### config.mk
export PLATFORM = sky130hd
export DESIGN_NAME = imu_freefall_motion_rest_rezero_flat
export DESIGN_NICKNAME = d
export VERILOG_FILES = /design/src/imu_ffr_pkg.sv /design/src/imu_ffr_stream_if.sv /design/src/imu_freefall_motion_rest_rezero.sv /design/src/imu_ffr_lane.sv /design/src/imu_ffr_merge.sv /design/src/flat_wrapper.sv
export VERILOG_INCLUDE_DIRS = /design/src /design/src/src
export SDC_FILE = /design/constraint.sdc
export NUM_CORES = 2
export LEC_CHECK = 0
export BUFFER_PORTS_ARGS = -buffer_cell sky130_fd_sc_hd__buf_2
export CAP_MARGIN = 10
export CORE_AREA = 5 5 374 376
export DETAILED_ROUTE_END_ITERATION = 8
export DIE_AREA = 0 0 379 381
export PLACE_DENSITY = 0.78
export SYNTH_ARGS = -nofsm -noshare
export SYNTH_HDL_FRONTEND = slang
export SYNTH_SLANG_ARGS = --single-unit
export TNS_END_PERCENT = 20
### constraint.sdc
create_clock -name clk -period 23.9 [get_ports clk]
set_input_delay 2.39 -clock clk [delete_from_list [all_inputs] [get_ports clk]]
set_output_delay 2.39 -clock clk [all_outputs]
set_load 0.01 [all_outputs]
### src/imu_freefall_motion_rest_rezero_defines.svh
// ============================================================================
// IMU free-fall / motion / rest detector: assertion macros
// Concurrent assertion wrappers shared by the RTL. Defining ASSERT_OFF
// turns every check into an empty statement.
// ============================================================================
`ifndef IMU_FREEFALL_MOTION_REST_REZERO_DEFINES_SVH
`define IMU_FREEFALL_MOTION_REST_REZERO_DEFINES_SVH
`ifndef ASSERT_OFF
// Checked on every rising clk edge, ignored while rst_n is low.
`define IMU_ASSERT(label, prop, msg) \
    label: assert property (@(posedge clk) disable iff (!rst_n) prop) else $error(msg);
// Checked on every rising clk edge, reset included.
`define IMU_ASSERT_ALWAYS(label, prop, msg) \
    label: assert property (@(posedge clk) prop) else $error(msg);
`else
`define IMU_ASSERT(label, prop, msg)
`define IMU_ASSERT_ALWAYS(label, prop, msg)
`endif
`endif

### src/imu_ffr_pkg.sv
`timescale 1ns / 1ps
// ============================================================================
// imu_ffr_pkg
// Shared constants, payload types and control structs of the IMU
// free-fall, motion and rest detector.
// ============================================================================
package imu_ffr_pkg;

    localparam int RUN_BITS_DEF        = 8;
    localparam int REST_COUNT_BITS_DEF = 9;

    localparam int DATA_W      = 16;
    localparam int CFG_W       = 16;
    localparam int CFG_IDX_W   = 3;
    localparam int SAMPLES_W   = 8;
    localparam int COOLDOWN_W  = 8;
    localparam int NUM_AXES    = 3;
    // Squarer operand holds a 16-bit magnitude or the 17-bit upper band edge.
    localparam int SQ_OP_W     = 17;
    localparam int SQ_W        = 2 * SQ_OP_W;
    // Sum of three squares needs two more bits.
    localparam int MAG_W       = SQ_W + 2;

    typedef enum logic [CFG_IDX_W-1:0] {
        CFG_FREEFALL_LEVEL   = 3'd0,
        CFG_ONE_G_LEVEL      = 3'd1,
        CFG_MOTION_BAND      = 3'd2,
        CFG_STILL_GYRO_LEVEL = 3'd3,
        CFG_FREEFALL_SAMPLES = 3'd4,
        CFG_MOTION_SAMPLES   = 3'd5,
        CFG_REST_WINDOW      = 3'd6,
        CFG_COOLDOWN_SAMPLES = 3'd7
    } cfg_reg_e;

    localparam logic [CFG_W-1:0]      RST_FREEFALL_LEVEL   = 16'd6554;
    localparam logic [CFG_W-1:0]      RST_ONE_G_LEVEL      = 16'd16384;
    localparam logic [CFG_W-1:0]      RST_MOTION_BAND      = 16'd4096;
    localparam logic [CFG_W-1:0]      RST_STILL_GYRO_LEVEL = 16'd33;
    localparam logic [SAMPLES_W-1:0]  RST_FREEFALL_SAMPLES = 8'd2;
    localparam logic [SAMPLES_W-1:0]  RST_MOTION_SAMPLES   = 8'd2;
    localparam logic [SAMPLES_W-1:0]  RST_REST_WINDOW      = 8'd50;
    localparam logic [COOLDOWN_W-1:0] RST_COOLDOWN_SAMPLES = 8'd100;

    typedef struct packed {
        logic signed [DATA_W-1:0] accel_x;
        logic signed [DATA_W-1:0] accel_y;
        logic signed [DATA_W-1:0] accel_z;
        logic signed [DATA_W-1:0] gyro_x;
        logic signed [DATA_W-1:0] gyro_y;
        logic signed [DATA_W-1:0] gyro_z;
    } sample_t;

    typedef struct packed {
        logic                     freefall;
        logic                     motion;
        logic                     still;
        logic                     rezero_apply;
        logic signed [DATA_W-1:0] resid_x;
        logic signed [DATA_W-1:0] resid_y;
        logic signed [DATA_W-1:0] resid_z;
    } result_t;

    typedef struct packed {
        logic acc_add;
        logic acc_clr;
        logic div_start;
    } lane_ctrl_t;

    typedef struct packed {
        logic cap_accel;
        logic cap_gyro;
        logic cap_cmp;
    } merge_ctrl_t;

    typedef struct packed {
        logic low;
        logic off_band;
        logic gyro_quiet;
    } merge_flags_t;

    function automatic logic [SQ_OP_W-1:0] abs_mag(input logic signed [DATA_W-1:0] v);
        logic signed [SQ_OP_W-1:0] wide;
        wide = SQ_OP_W'(v);
        return wide[SQ_OP_W-1] ? SQ_OP_W'(-wide) : SQ_OP_W'(wide);
    endfunction

endpackage

### src/imu_ffr_stream_if.sv
`timescale 1ns / 1ps
// ============================================================================
// imu_ffr_stream_if
// Valid/ready channel carrying one payload per transaction.
// ============================================================================
interface imu_ffr_stream_if #(
    parameter type payload_t = logic
);
    logic     valid;
    logic     ready;
    payload_t payload;

    modport source (output valid, output payload, input ready);
    modport sink   (input valid, input payload, output ready);
endinterface

### src/imu_freefall_motion_rest_rezero.sv
`timescale 1ns / 1ps
// ============================================================================
// imu_freefall_motion_rest_rezero
// Free-fall, motion and rest detector with gyro bias re-zero over a window.
// ============================================================================
// Flow: a new sample is taken only once the previous result is in the output
//   register; a window close adds the divider's run, one quotient bit per
//   cycle in each lane.
// Reset: rst_n clears run counters, rest sums, count and cooldown and loads
//   the register defaults; the sequencer returns to idle, ready for a sample.
module imu_freefall_motion_rest_rezero
    import imu_ffr_pkg::*;
#(
    parameter int RUN_BITS        = RUN_BITS_DEF,
    parameter int REST_COUNT_BITS = REST_COUNT_BITS_DEF
) (
    input  logic                 clk,
    input  logic                 rst_n,
    input  logic                 cfg_wr_en,
    input  logic [CFG_IDX_W-1:0] cfg_index,
    input  logic [CFG_W-1:0]     cfg_wr_data,
    imu_ffr_stream_if.sink       samples,
    imu_ffr_stream_if.source     results
);

`include "imu_freefall_motion_rest_rezero_defines.svh"

    // Common widths for comparing run lengths and the rest count against
    // the 8-bit sample registers.
    localparam int RUN_CMP_W   = (RUN_BITS > SAMPLES_W) ? RUN_BITS : SAMPLES_W;
    localparam int COUNT_CMP_W = (REST_COUNT_BITS > SAMPLES_W) ? REST_COUNT_BITS : SAMPLES_W;
    localparam logic [RUN_BITS-1:0]        RUN_MAX   = {RUN_BITS{1'b1}};
    localparam logic [REST_COUNT_BITS-1:0] COUNT_MAX = {REST_COUNT_BITS{1'b1}};

    // The sequencer walks one sample through the lanes: three squaring
    // passes share each lane's multiplier (accel, gyro, thresholds), one more
    // squares the gyro level, then compare, update and window check.
    typedef enum logic [3:0] {
        S_IDLE,
        S_SQ_ACC,
        S_SQ_GYR,
        S_SQ_THR,
        S_SQ_STL,
        S_CMP,
        S_UPDATE,
        S_CHECK,
        S_DIV,
        S_OUT
    } state_t;

    // Configuration registers.
    logic [CFG_W-1:0]      freefall_level_reg;
    logic [CFG_W-1:0]      one_g_level_reg;
    logic [CFG_W-1:0]      motion_band_reg;
    logic [CFG_W-1:0]      still_gyro_level_reg;
    logic [SAMPLES_W-1:0]  freefall_samples_reg;
    logic [SAMPLES_W-1:0]  motion_samples_reg;
    logic [SAMPLES_W-1:0]  rest_window_reg;
    logic [COOLDOWN_W-1:0] cooldown_samples_reg;

    // Sequencer and detector state.
    state_t                     state_reg;
    sample_t                    sample_reg;
    logic [SQ_W-1:0]            freefall_sq_reg;
    logic [SQ_W-1:0]            band_hi_sq_reg;
    logic [SQ_W-1:0]            band_lo_sq_reg;
    logic [RUN_BITS-1:0]        low_run_reg;
    logic [RUN_BITS-1:0]        off_run_reg;
    logic [REST_COUNT_BITS-1:0] rest_count_reg;
    logic [COOLDOWN_W-1:0]      cooldown_reg;
    logic                       freefall_reg;
    logic                       motion_reg;
    logic                       still_reg;
    logic                       closed_reg;
    logic                       out_valid_reg;
    result_t                    out_reg;

    // Lane and merge wiring.
    logic signed [DATA_W-1:0] accel_axis [NUM_AXES];
    logic signed [DATA_W-1:0] gyro_axis  [NUM_AXES];
    logic [SQ_OP_W-1:0]       sq_op      [NUM_AXES];
    logic [SQ_W-1:0]          lane_sq    [NUM_AXES];
    logic signed [DATA_W-1:0] lane_resid [NUM_AXES];
    logic [NUM_AXES-1:0]      lane_big;
    logic [NUM_AXES-1:0]      lane_done;
    lane_ctrl_t               lane_ctrl;
    merge_ctrl_t              merge_ctrl;
    merge_flags_t             flags;
    logic                     merge_rezero;

    // Next-state values of the update and window-check steps.
    logic [RUN_BITS-1:0]        low_run_next;
    logic [RUN_BITS-1:0]        off_run_next;
    logic                       freefall_next;
    logic                       motion_next;
    logic                       still_next;
    logic                       count_room;
    logic [SAMPLES_W-1:0]       window_len;
    logic                       win_close;
    logic                       band_lo_en;
    logic                       out_free;
    logic                       rezero_now;
    result_t                    out_next;

    // ------------------------------------------------------------------
    // Configuration port: the user must write it only while the block is idle; the block itself does not enforce this.
    // ------------------------------------------------------------------
    always_ff @(posedge clk or negedge rst_n)
    begin
        if (!rst_n)
        begin
            freefall_level_reg   <= RST_FREEFALL_LEVEL;
            one_g_level_reg      <= RST_ONE_G_LEVEL;
            motion_band_reg      <= RST_MOTION_BAND;
            still_gyro_level_reg <= RST_STILL_GYRO_LEVEL;
            freefall_samples_reg <= RST_FREEFALL_SAMPLES;
            motion_samples_reg   <= RST_MOTION_SAMPLES;
            rest_window_reg      <= RST_REST_WINDOW;
            cooldown_samples_reg <= RST_COOLDOWN_SAMPLES;
        end
        else if (cfg_wr_en)
        begin
            unique case (cfg_reg_e'(cfg_index))
                CFG_FREEFALL_LEVEL:   freefall_level_reg   <= cfg_wr_data;
                CFG_ONE_G_LEVEL:      one_g_level_reg      <= cfg_wr_data;
                CFG_MOTION_BAND:      motion_band_reg      <= cfg_wr_data;
                CFG_STILL_GYRO_LEVEL: still_gyro_level_reg <= cfg_wr_data;
                CFG_FREEFALL_SAMPLES: freefall_samples_reg <= cfg_wr_data[SAMPLES_W-1:0];
                CFG_MOTION_SAMPLES:   motion_samples_reg   <= cfg_wr_data[SAMPLES_W-1:0];
                CFG_REST_WINDOW:      rest_window_reg      <= cfg_wr_data[SAMPLES_W-1:0];
                CFG_COOLDOWN_SAMPLES: cooldown_samples_reg <= cfg_wr_data[COOLDOWN_W-1:0];
                default:              freefall_level_reg   <= freefall_level_reg;
            endcase
        end
    end

    // ------------------------------------------------------------------
    // Squarer operands. Each lane owns one multiplier; the sequencer feeds it the
    // accel axis, the gyro axis, one threshold, then (lane 0 only) the gyro level.
    // The lower band edge is only meaningful when one g exceeds the band.
    // ------------------------------------------------------------------
    assign accel_axis[0] = sample_reg.accel_x;
    assign accel_axis[1] = sample_reg.accel_y;
    assign accel_axis[2] = sample_reg.accel_z;
    assign gyro_axis[0]  = sample_reg.gyro_x;
    assign gyro_axis[1]  = sample_reg.gyro_y;
    assign gyro_axis[2]  = sample_reg.gyro_z;

    assign band_lo_en = one_g_level_reg > motion_band_reg;

    always_comb
    begin
        unique case (state_reg)
            S_SQ_ACC:
            begin
                sq_op[0] = abs_mag(accel_axis[0]);
                sq_op[1] = abs_mag(accel_axis[1]);
                sq_op[2] = abs_mag(accel_axis[2]);
            end
            S_SQ_GYR:
            begin
                sq_op[0] = abs_mag(gyro_axis[0]);
                sq_op[1] = abs_mag(gyro_axis[1]);
                sq_op[2] = abs_mag(gyro_axis[2]);
            end
            S_SQ_THR:
            begin
                sq_op[0] = SQ_OP_W'(freefall_level_reg);
                sq_op[1] = SQ_OP_W'(one_g_level_reg) + SQ_OP_W'(motion_band_reg);
                sq_op[2] = SQ_OP_W'(one_g_level_reg - motion_band_reg);
            end
            S_SQ_STL:
            begin
                sq_op[0] = SQ_OP_W'(still_gyro_level_reg);
                sq_op[1] = '0;
                sq_op[2] = '0;
            end
            default:
            begin
                sq_op[0] = '0;
                sq_op[1] = '0;
                sq_op[2] = '0;
            end
        endcase
    end

    // ------------------------------------------------------------------
    // Lanes, one per axis, and the merging stage.
    // ------------------------------------------------------------------
    for (genvar ax = 0; ax < NUM_AXES; ax++)
    begin : g_lane
        imu_ffr_lane #(
            .REST_COUNT_BITS (REST_COUNT_BITS)
        ) u_lane (
            .clk       (clk),
            .rst_n     (rst_n),
            .ctrl      (lane_ctrl),
            .sq_op     (sq_op[ax]),
            .gyro      (gyro_axis[ax]),
            .count     (rest_count_reg),
            .sq        (lane_sq[ax]),
            .resid     (lane_resid[ax]),
            .resid_big (lane_big[ax]),
            .div_done  (lane_done[ax])
        );
    end

    // The lane squares are registered, so each capture sits one state behind
    // the matching squaring pass.
    assign merge_ctrl.cap_accel = state_reg == S_SQ_GYR;
    assign merge_ctrl.cap_gyro  = state_reg == S_SQ_THR;
    assign merge_ctrl.cap_cmp   = state_reg == S_CMP;

    imu_ffr_merge u_merge (
        .clk         (clk),
        .ctrl        (merge_ctrl),
        .sq_x        (lane_sq[0]),
        .sq_y        (lane_sq[1]),
        .sq_z        (lane_sq[2]),
        .freefall_sq (freefall_sq_reg),
        .band_hi_sq  (band_hi_sq_reg),
        .band_lo_sq  (band_lo_sq_reg),
        .band_lo_en  (band_lo_en),
        .still_sq    (lane_sq[0]),
        .lane_big    (lane_big),
        .flags       (flags),
        .rezero      (merge_rezero)
    );

    // ------------------------------------------------------------------
    // Run counters saturate at all ones; a sample register of zero makes
    // the event fire on every sample. Motion yields to free-fall, and a
    // still sample needs neither event plus a quiet gyro.
    // ------------------------------------------------------------------
    always_comb
    begin
        if (flags.low)
        begin
            low_run_next = (low_run_reg == RUN_MAX) ? low_run_reg : low_run_reg + 1'b1;
        end
        else
        begin
            low_run_next = '0;
        end
        if (flags.off_band)
        begin
            off_run_next = (off_run_reg == RUN_MAX) ? off_run_reg : off_run_reg + 1'b1;
        end
        else
        begin
            off_run_next = '0;
        end
    end

    assign freefall_next = RUN_CMP_W'(low_run_next) >= RUN_CMP_W'(freefall_samples_reg);
    assign motion_next   = (RUN_CMP_W'(off_run_next) >= RUN_CMP_W'(motion_samples_reg)) &&
                           !freefall_next;
    assign still_next    = !motion_next && !freefall_next && flags.gyro_quiet;
    // A full count keeps reporting still samples but stops summing them.
    assign count_room    = rest_count_reg != COUNT_MAX;

    // A window of zero behaves as a window of one so the divisor is never zero.
    assign window_len = (rest_window_reg == '0) ? SAMPLES_W'(1) : rest_window_reg;
    assign win_close  = (COUNT_CMP_W'(rest_count_reg) >= COUNT_CMP_W'(window_len)) &&
                        (cooldown_reg == '0);

    // The divider latches the sums in the same cycle that clears them.
    assign lane_ctrl.acc_add   = (state_reg == S_UPDATE) && still_next && count_room;
    assign lane_ctrl.acc_clr   = ((state_reg == S_UPDATE) && !still_next) ||
                                 ((state_reg == S_CHECK) && win_close);
    assign lane_ctrl.div_start = (state_reg == S_CHECK) && win_close;

    // ------------------------------------------------------------------
    // Result assembly and handshakes. The output register frees the input
    // side: a new sample is taken while a finished result waits.
    // ------------------------------------------------------------------
    assign rezero_now = closed_reg && merge_rezero;

    always_comb
    begin
        out_next.freefall     = freefall_reg;
        out_next.motion       = motion_reg;
        out_next.still        = still_reg;
        out_next.rezero_apply = rezero_now;
        out_next.resid_x      = rezero_now ? lane_resid[0] : '0;
        out_next.resid_y      = rezero_now ? lane_resid[1] : '0;
        out_next.resid_z      = rezero_now ? lane_resid[2] : '0;
    end

    assign out_free        = !out_valid_reg || results.ready;
    assign samples.ready   = state_reg == S_IDLE;
    assign results.valid   = out_valid_reg;
    assign results.payload = out_reg;

    // ------------------------------------------------------------------
    // Sequencer with its state and registered outputs.
    // ------------------------------------------------------------------
    always_ff @(posedge clk or negedge rst_n)
    begin
        if (!rst_n)
        begin
            state_reg      <= S_IDLE;
            low_run_reg    <= '0;
            off_run_reg    <= '0;
            rest_count_reg <= '0;
            cooldown_reg   <= '0;
            freefall_reg   <= 1'b0;
            motion_reg     <= 1'b0;
            still_reg      <= 1'b0;
            closed_reg     <= 1'b0;
            out_valid_reg  <= 1'b0;
        end
        else
        begin
            // A new result may replace one that leaves in the same cycle.
            if ((state_reg == S_OUT) && out_free)
            begin
                out_valid_reg <= 1'b1;
            end
            else if (out_valid_reg && results.ready)
            begin
                out_valid_reg <= 1'b0;
            end

            unique case (state_reg)
                S_IDLE:
                begin
                    if (samples.valid)
                    begin
                        sample_reg <= samples.payload;
                        state_reg  <= S_SQ_ACC;
                    end
                end
                S_SQ_ACC:
                begin
                    state_reg <= S_SQ_GYR;
                end
                S_SQ_GYR:
                begin
                    state_reg <= S_SQ_THR;
                end
                S_SQ_THR:
                begin
                    state_reg <= S_SQ_STL;
                end
                S_SQ_STL:
                begin
                    freefall_sq_reg <= lane_sq[0];
                    band_hi_sq_reg  <= lane_sq[1];
                    band_lo_sq_reg  <= lane_sq[2];
                    state_reg       <= S_CMP;
                end
                S_CMP:
                begin
                    state_reg <= S_UPDATE;
                end
                S_UPDATE:
                begin
                    low_run_reg  <= low_run_next;
                    off_run_reg  <= off_run_next;
                    freefall_reg <= freefall_next;
                    motion_reg   <= motion_next;
                    still_reg    <= still_next;
                    if (cooldown_reg != '0)
                    begin
                        cooldown_reg <= cooldown_reg - 1'b1;
                    end
                    if (!still_next)
                    begin
                        rest_count_reg <= '0;
                    end
                    else if (count_room)
                    begin
                        rest_count_reg <= rest_count_reg + 1'b1;
                    end
                    state_reg <= S_CHECK;
                end
                S_CHECK:
                begin
                    closed_reg <= win_close;
                    if (win_close)
                    begin
                        rest_count_reg <= '0;
                        cooldown_reg   <= cooldown_samples_reg;
                        state_reg      <= S_DIV;
                    end
                    else
                    begin
                        state_reg <= S_OUT;
                    end
                end
                S_DIV:
                begin
                    if (&lane_done)
                    begin
                        state_reg <= S_OUT;
                    end
                end
                S_OUT:
                begin
                    if (out_free)
                    begin
                        out_reg   <= out_next;
                        state_reg <= S_IDLE;
                    end
                end
                default:
                begin
                    state_reg <= S_IDLE;
                end
            endcase
        end
    end

    // ------------------------------------------------------------------
    // Checks on the detector logic.
    // ------------------------------------------------------------------
    logic chk_both;
    logic chk_still;
    logic chk_big;
    logic chk_zero;
    logic chk_restart;

    assign chk_both    = out_reg.freefall && out_reg.motion;
    assign chk_still   = !out_reg.still || (!out_reg.freefall && !out_reg.motion);
    assign chk_big     = !out_reg.rezero_apply ||
                         (out_reg.resid_x >= 16'sd2) || (out_reg.resid_x <= -16'sd2) ||
                         (out_reg.resid_y >= 16'sd2) || (out_reg.resid_y <= -16'sd2) ||
                         (out_reg.resid_z >= 16'sd2) || (out_reg.resid_z <= -16'sd2);
    assign chk_zero    = out_reg.rezero_apply ||
                         ((out_reg.resid_x == '0) && (out_reg.resid_y == '0) &&
                          (out_reg.resid_z == '0));
    assign chk_restart = (rest_count_reg == '0) && (cooldown_reg == cooldown_samples_reg);

    `IMU_ASSERT_ALWAYS(a_ff_motion_excl, out_valid_reg |-> !chk_both, "free-fall with motion")
    `IMU_ASSERT(a_still_clean, out_valid_reg |-> chk_still, "still sample during an event")
    `IMU_ASSERT(a_rezero_big, out_valid_reg |-> chk_big, "rezero without a large residual")
    `IMU_ASSERT(a_no_rezero_zero, out_valid_reg |-> chk_zero, "residual shown without rezero")
    `IMU_ASSERT(a_close_restart, lane_ctrl.div_start |=> chk_restart, "window did not restart")

endmodule

### src/imu_ffr_lane.sv
`timescale 1ns / 1ps
// ============================================================================
// imu_ffr_lane
// One axis: a registered squarer, the rest sum accumulator and a restoring
// divider that averages the sum over the still-sample count.
// ============================================================================
module imu_ffr_lane
    import imu_ffr_pkg::*;
#(
    parameter int REST_COUNT_BITS = REST_COUNT_BITS_DEF
) (
    input  logic                       clk,
    input  logic                       rst_n,
    input  lane_ctrl_t                 ctrl,
    input  logic [SQ_OP_W-1:0]         sq_op,
    input  logic signed [DATA_W-1:0]   gyro,
    input  logic [REST_COUNT_BITS-1:0] count,
    output logic [SQ_W-1:0]            sq,
    output logic signed [DATA_W-1:0]   resid,
    output logic                       resid_big,
    output logic                       div_done
);

    localparam int SUM_W = DATA_W + REST_COUNT_BITS + 1;
    localparam int CNT_W = $clog2(SUM_W + 1);
    localparam int REM_W = REST_COUNT_BITS + 1;

    logic [SQ_W-1:0]            sq_reg;
    logic signed [SUM_W-1:0]    sum_reg;
    logic [SUM_W-1:0]           quo_reg;
    logic [REM_W-1:0]           rem_reg;
    logic [REST_COUNT_BITS-1:0] den_reg;
    logic                       neg_reg;
    logic                       busy_reg;
    logic                       done_reg;
    logic [CNT_W-1:0]           cnt_reg;

    logic [SUM_W-1:0]  sum_mag;
    logic [REM_W-1:0]  rem_shift;
    logic              fits;
    logic [DATA_W-1:0] quo_low;

    always_ff @(posedge clk)
    begin
        sq_reg <= sq_op * sq_op;
    end

    always_ff @(posedge clk or negedge rst_n)
    begin
        if (!rst_n)
        begin
            sum_reg <= '0;
        end
        else if (ctrl.acc_clr)
        begin
            sum_reg <= '0;
        end
        else if (ctrl.acc_add)
        begin
            sum_reg <= sum_reg + SUM_W'(gyro);
        end
    end

    assign sum_mag   = sum_reg[SUM_W-1] ? SUM_W'(-sum_reg) : SUM_W'(sum_reg);
    assign rem_shift = {rem_reg[REM_W-2:0], quo_reg[SUM_W-1]};
    assign fits      = rem_shift >= {1'b0, den_reg};

    always_ff @(posedge clk or negedge rst_n)
    begin
        if (!rst_n)
        begin
            busy_reg <= 1'b0;
            done_reg <= 1'b0;
            cnt_reg  <= '0;
        end
        else
        begin
            done_reg <= 1'b0;
            if (ctrl.div_start)
            begin
                busy_reg <= 1'b1;
                cnt_reg  <= CNT_W'(SUM_W);
            end
            else if (busy_reg)
            begin
                cnt_reg <= cnt_reg - 1'b1;
                if (cnt_reg == CNT_W'(1))
                begin
                    busy_reg <= 1'b0;
                    done_reg <= 1'b1;
                end
            end
        end
    end

    // One quotient bit per cycle, most significant first.
    always_ff @(posedge clk)
    begin
        if (ctrl.div_start)
        begin
            quo_reg <= sum_mag;
            rem_reg <= '0;
            den_reg <= count;
            neg_reg <= sum_reg[SUM_W-1];
        end
        else if (busy_reg)
        begin
            quo_reg <= {quo_reg[SUM_W-2:0], fits};
            rem_reg <= fits ? (rem_shift - {1'b0, den_reg}) : rem_shift;
        end
    end

    assign quo_low   = quo_reg[DATA_W-1:0];
    assign sq        = sq_reg;
    assign resid     = neg_reg ? $signed(-quo_low) : $signed(quo_low);
    assign resid_big = |quo_reg[SUM_W-1:1];
    assign div_done  = done_reg;

endmodule

### src/imu_ffr_merge.sv
`timescale 1ns / 1ps
// ============================================================================
// imu_ffr_merge
// Adds the three lane squares into accel and gyro magnitudes, compares them
// with the squared thresholds and combines the lane residual flags.
// ============================================================================
module imu_ffr_merge
    import imu_ffr_pkg::*;
(
    input  logic                clk,
    input  merge_ctrl_t         ctrl,
    input  logic [SQ_W-1:0]     sq_x,
    input  logic [SQ_W-1:0]     sq_y,
    input  logic [SQ_W-1:0]     sq_z,
    input  logic [SQ_W-1:0]     freefall_sq,
    input  logic [SQ_W-1:0]     band_hi_sq,
    input  logic [SQ_W-1:0]     band_lo_sq,
    input  logic                band_lo_en,
    input  logic [SQ_W-1:0]     still_sq,
    input  logic [NUM_AXES-1:0] lane_big,
    output merge_flags_t        flags,
    output logic                rezero
);

    logic [MAG_W-1:0] sq_sum;
    logic [MAG_W-1:0] accel_mag_reg;
    logic [MAG_W-1:0] gyro_mag_reg;
    merge_flags_t     flags_reg;

    assign sq_sum = MAG_W'(sq_x) + MAG_W'(sq_y) + MAG_W'(sq_z);

    always_ff @(posedge clk)
    begin
        if (ctrl.cap_accel)
        begin
            accel_mag_reg <= sq_sum;
        end
        if (ctrl.cap_gyro)
        begin
            gyro_mag_reg <= sq_sum;
        end
        if (ctrl.cap_cmp)
        begin
            flags_reg.low        <= accel_mag_reg < MAG_W'(freefall_sq);
            flags_reg.off_band   <= (accel_mag_reg > MAG_W'(band_hi_sq)) ||
                                    (band_lo_en && (accel_mag_reg < MAG_W'(band_lo_sq)));
            flags_reg.gyro_quiet <= gyro_mag_reg < MAG_W'(still_sq);
        end
    end

    assign flags  = flags_reg;
    assign rezero = |lane_big;

endmodule

### src/flat_wrapper.sv
// flat-port wrapper written by rule: the top's interface ports become plain ports
module imu_freefall_motion_rest_rezero_flat import imu_ffr_pkg::*;
#(
    parameter int RUN_BITS        = RUN_BITS_DEF,
    parameter int REST_COUNT_BITS = REST_COUNT_BITS_DEF
)
  (clk, rst_n, cfg_wr_en, cfg_index, cfg_wr_data, samples_valid, samples_payload, samples_ready, results_valid, results_payload, results_ready);
  imu_ffr_stream_if #(.payload_t(sample_t)) samples_i ();
  imu_ffr_stream_if #(.payload_t(result_t)) results_i ();
  input  logic clk;
  input  logic rst_n;
  input  logic cfg_wr_en;
  input  logic [CFG_IDX_W-1:0] cfg_index;
  input  logic [CFG_W-1:0] cfg_wr_data;
  input wire logic [$bits(samples_i.valid)-1:0] samples_valid;
  input wire logic [$bits(samples_i.payload)-1:0] samples_payload;
  output wire logic [$bits(samples_i.ready)-1:0] samples_ready;
  output wire logic [$bits(results_i.valid)-1:0] results_valid;
  output wire logic [$bits(results_i.payload)-1:0] results_payload;
  input wire logic [$bits(results_i.ready)-1:0] results_ready;
  assign samples_i.valid = samples_valid;
  assign samples_i.payload = samples_payload;
  assign samples_ready = samples_i.ready;
  assign results_valid = results_i.valid;
  assign results_payload = results_i.payload;
  assign results_i.ready = results_ready;
  imu_freefall_motion_rest_rezero #(.RUN_BITS(RUN_BITS), .REST_COUNT_BITS(REST_COUNT_BITS)) u_core (.clk(clk), .rst_n(rst_n), .cfg_wr_en(cfg_wr_en), .cfg_index(cfg_index), .cfg_wr_data(cfg_wr_data), .samples(samples_i), .results(results_i));
endmodule
==> results.cfg <==
[drt]
m1WireLength_mm = 72.9
wirelength_mm = 182
met2_length_mm = 83.5
drcViolationCount = 0
met3WireLength_mm = 16.7
via_per_inst = 5.72
drt_pass1_iterations = 7
drt-wirelength-per-cell_um = 20.3
via_count = 51022
drtIter0Drc = 4393
ant_nets = 0
maxUsedRoutingLayer = met5

[logic_synthesis]
yosysSeqAreaShare = 0.308
netlist_area_sq_mm = 0.0677
avgSynthCellArea_sq_um = 9.76
syn_inst = 6937
synth.top_cell.area_share = 0.183
yosys.area.top_type = edfxtp_1
synth_warnings = 0
ys_seq_elements = 775
synthTopCellsByArea = edfxtp_1 (18%), fa_1 (17%), ha_1 (13%), dfrtp_1 (8.1%), inv_1 (5.8%)
synthFlopType = edfxtp_1
async_flop_share = 0.306
synth_cell_types = 97
synth_edf_count = 412

[layout]
layout_commonest_cell = inv_1
fillCellCount = 11698
most-common-layout-cells = inv_1 (1051), ha_1 (688), nand2_1 (641)
drive_gt1_frac = 0.0735
multiInputGateArea_sq_mm = 0.0422
register_area_sq_mm = 0.0208
largest_reg_flops = 99
syn2layout_area_growth_pct = 8.47
nets = 8450

[placed_design]
port_buffers = 173
pre_cts_ws_ns = 14.23
place_hpwl_mm = 143
gp_congestion = 0.964

[setup_path]
critical_path_arrival_ns = 10.45
slowest_stage = a2111oi_0
crit_top_cell = fa_1
rr_endpoint = u_core.g_lane[2].u_lane.sq[32]
worst-setup-path-type = flop to flop
critical_path.max_stage_delay_ns = 0.77
startpoint_type = flop
rr_worst_depth = 32
path_max_fanout = 13
r2r-start = u_core.motion_band_reg[1]
cp_data_required_time_ns = 24.46
endpoint_kind = flop
reg2reg_slack_ns = 14.00

[timing]
setup-violations-final = 0
clock_skew_ns = 0.0291
hold_violations = 0
max_freq_mhz = 101
min_period_over_period = 0.414
rsz0062_at_grt = false
finalSetupTns_ns = 0
relSlewSlack = 0.168
maxSlewViolCount = 0
worst_pin_slew_ns = 1.25
period_needed_ns = 9.90
fin_worst_hold_slack_ns = 0.449
setup_ws_ns = 14.00

[global_routing]
grt_start_max_net_pins = 173
overflow = 0
antenna_found_initial = 15
grt_pass1_wl_mm = 287
first_global_vias = 51791
grt.total_usage = 0.251

[clock_tree]
clock_path_buffers = 3
post_cts_buffers = 0
clock-sinks = 775
clock_latency_ns = 0.69
root_buffer = clkbuf_16
cts-buffers-inserted = 85
path_clk_slew_ns = 0.06
cts.repair.resized = 0
cts_tree = done
hold_buffers = 0
htree_levels = 3

[floorplan]
io_pins = 174
die_h_um = 381
core_region_area_sq_mm = 0.136
die_area_sq_mm = 0.144
fp.dieW_um = 379
start_util = 0.496
num_rows = 136

[worst_hold_path]
min_path_cells = 0
holdPathEnd = u_core.band_hi_sq_reg[18]
min_from = u_core.g_lane[1].u_lane.sq[18]
worstHoldPathType = flop to flop

[outcome]
outcome = complete, no violations

[job]
drv_cap = 0
[layer usage]
metal | GRT usage | up-vias
li1 | - | 23617
met1 | 0.333 | 24912
met2 | 0.406 | 2061
met3 | 0.0487 | 424
met4 | 0.104 | 8
met5 | 0 | -
[synth_stat cells, types with 43 or more instances]
cell	instances
nand2_1	642
nand2b_1	67
edfxtp_1	412
ha_1	688
and2_1	43
inv_1	1052
a211oi_1	51
o21ai_0	382
xor2_1	244
nand3_1	118
clkbuf_1	184
nor3_1	68
nor2b_1	62
nor2_1	438
a21o_1	191
mux2_2	79
xnor2_1	230
dfxtp_1	126
dfrtp_1	218
fa_1	585
a21oi_1	292
o31ai_1	71
nand4_1	64
[how the worst max path moves through the flow]
stage	startpoint	end	slack, ns	depth (start not counted)
global route	u_core.motion_band_reg[1]	u_core.g_lane[2].u_lane.sq[32]	13.35	32
detailed placement	u_core.gyro_axis[2]	u_core.g_lane[2].u_lane.sq[32]	14.23	30
floorplan	u_core.state_reg[2]	u_core.g_lane[2].u_lane.sq[32]	14.81	32
finish	u_core.motion_band_reg[1]	u_core.g_lane[2].u_lane.sq[32]	14.00	32
CTS	u_core.motion_band_reg[1]	u_core.g_lane[2].u_lane.sq[32]	14.11	32
global placement	u_core.motion_band_reg[1]	u_core.g_lane[2].u_lane.sq[32]	14.40	32
[through the flow]
stage	cells	instance area, sq um	util
floorplan	6960	67800	-
global placement	8763	70500	0.517
global route	8922	73400	0.538
detailed placement	8763	70500	0.517
CTS	8921	73400	0.538
finish	8926	73400	0.538
[kinds of logic after synthesis]
group / count (synthesis) / share of synthesized area
AOI/OAI and AO/OA: 1333 / 0.126
xor gates and xnor gates: 474 / 0.0613
adders and majority gates: 1273 / 0.300
buffers and inverters: 1270 / 0.0708
DFF: 775 / 0.308
muxes: 117 / 0.0188
other: 2 / 0.000111
and+or+nand+nor: 1693 / 0.115
[area by class of cell]
type                    instances  share of cell area
multi-input cells            4915               0.575
repair buffers                214              0.0166
flip-flops and latches        775               0.284
diodes                          4            0.000136
inverters                    1066              0.0545
clock buffers                 115              0.0327
well taps                    1794              0.0306
clock inverters                43             0.00680
[worst max-delay path, delay by kind of cell (launching register included)]
family	cells	cell delay [ns]
fa+ha+maj	8	3.79
compound gates	11	3.12
simple gates	7	1.57
mux	1	0.49
flops	1	0.40
buf+inv	4	0.28
xor+xnor	1	0.13
Power is left out: the tool's default activity adds up to more than one toggle a clock period on the data nets, which glitch-free logic cannot reach.
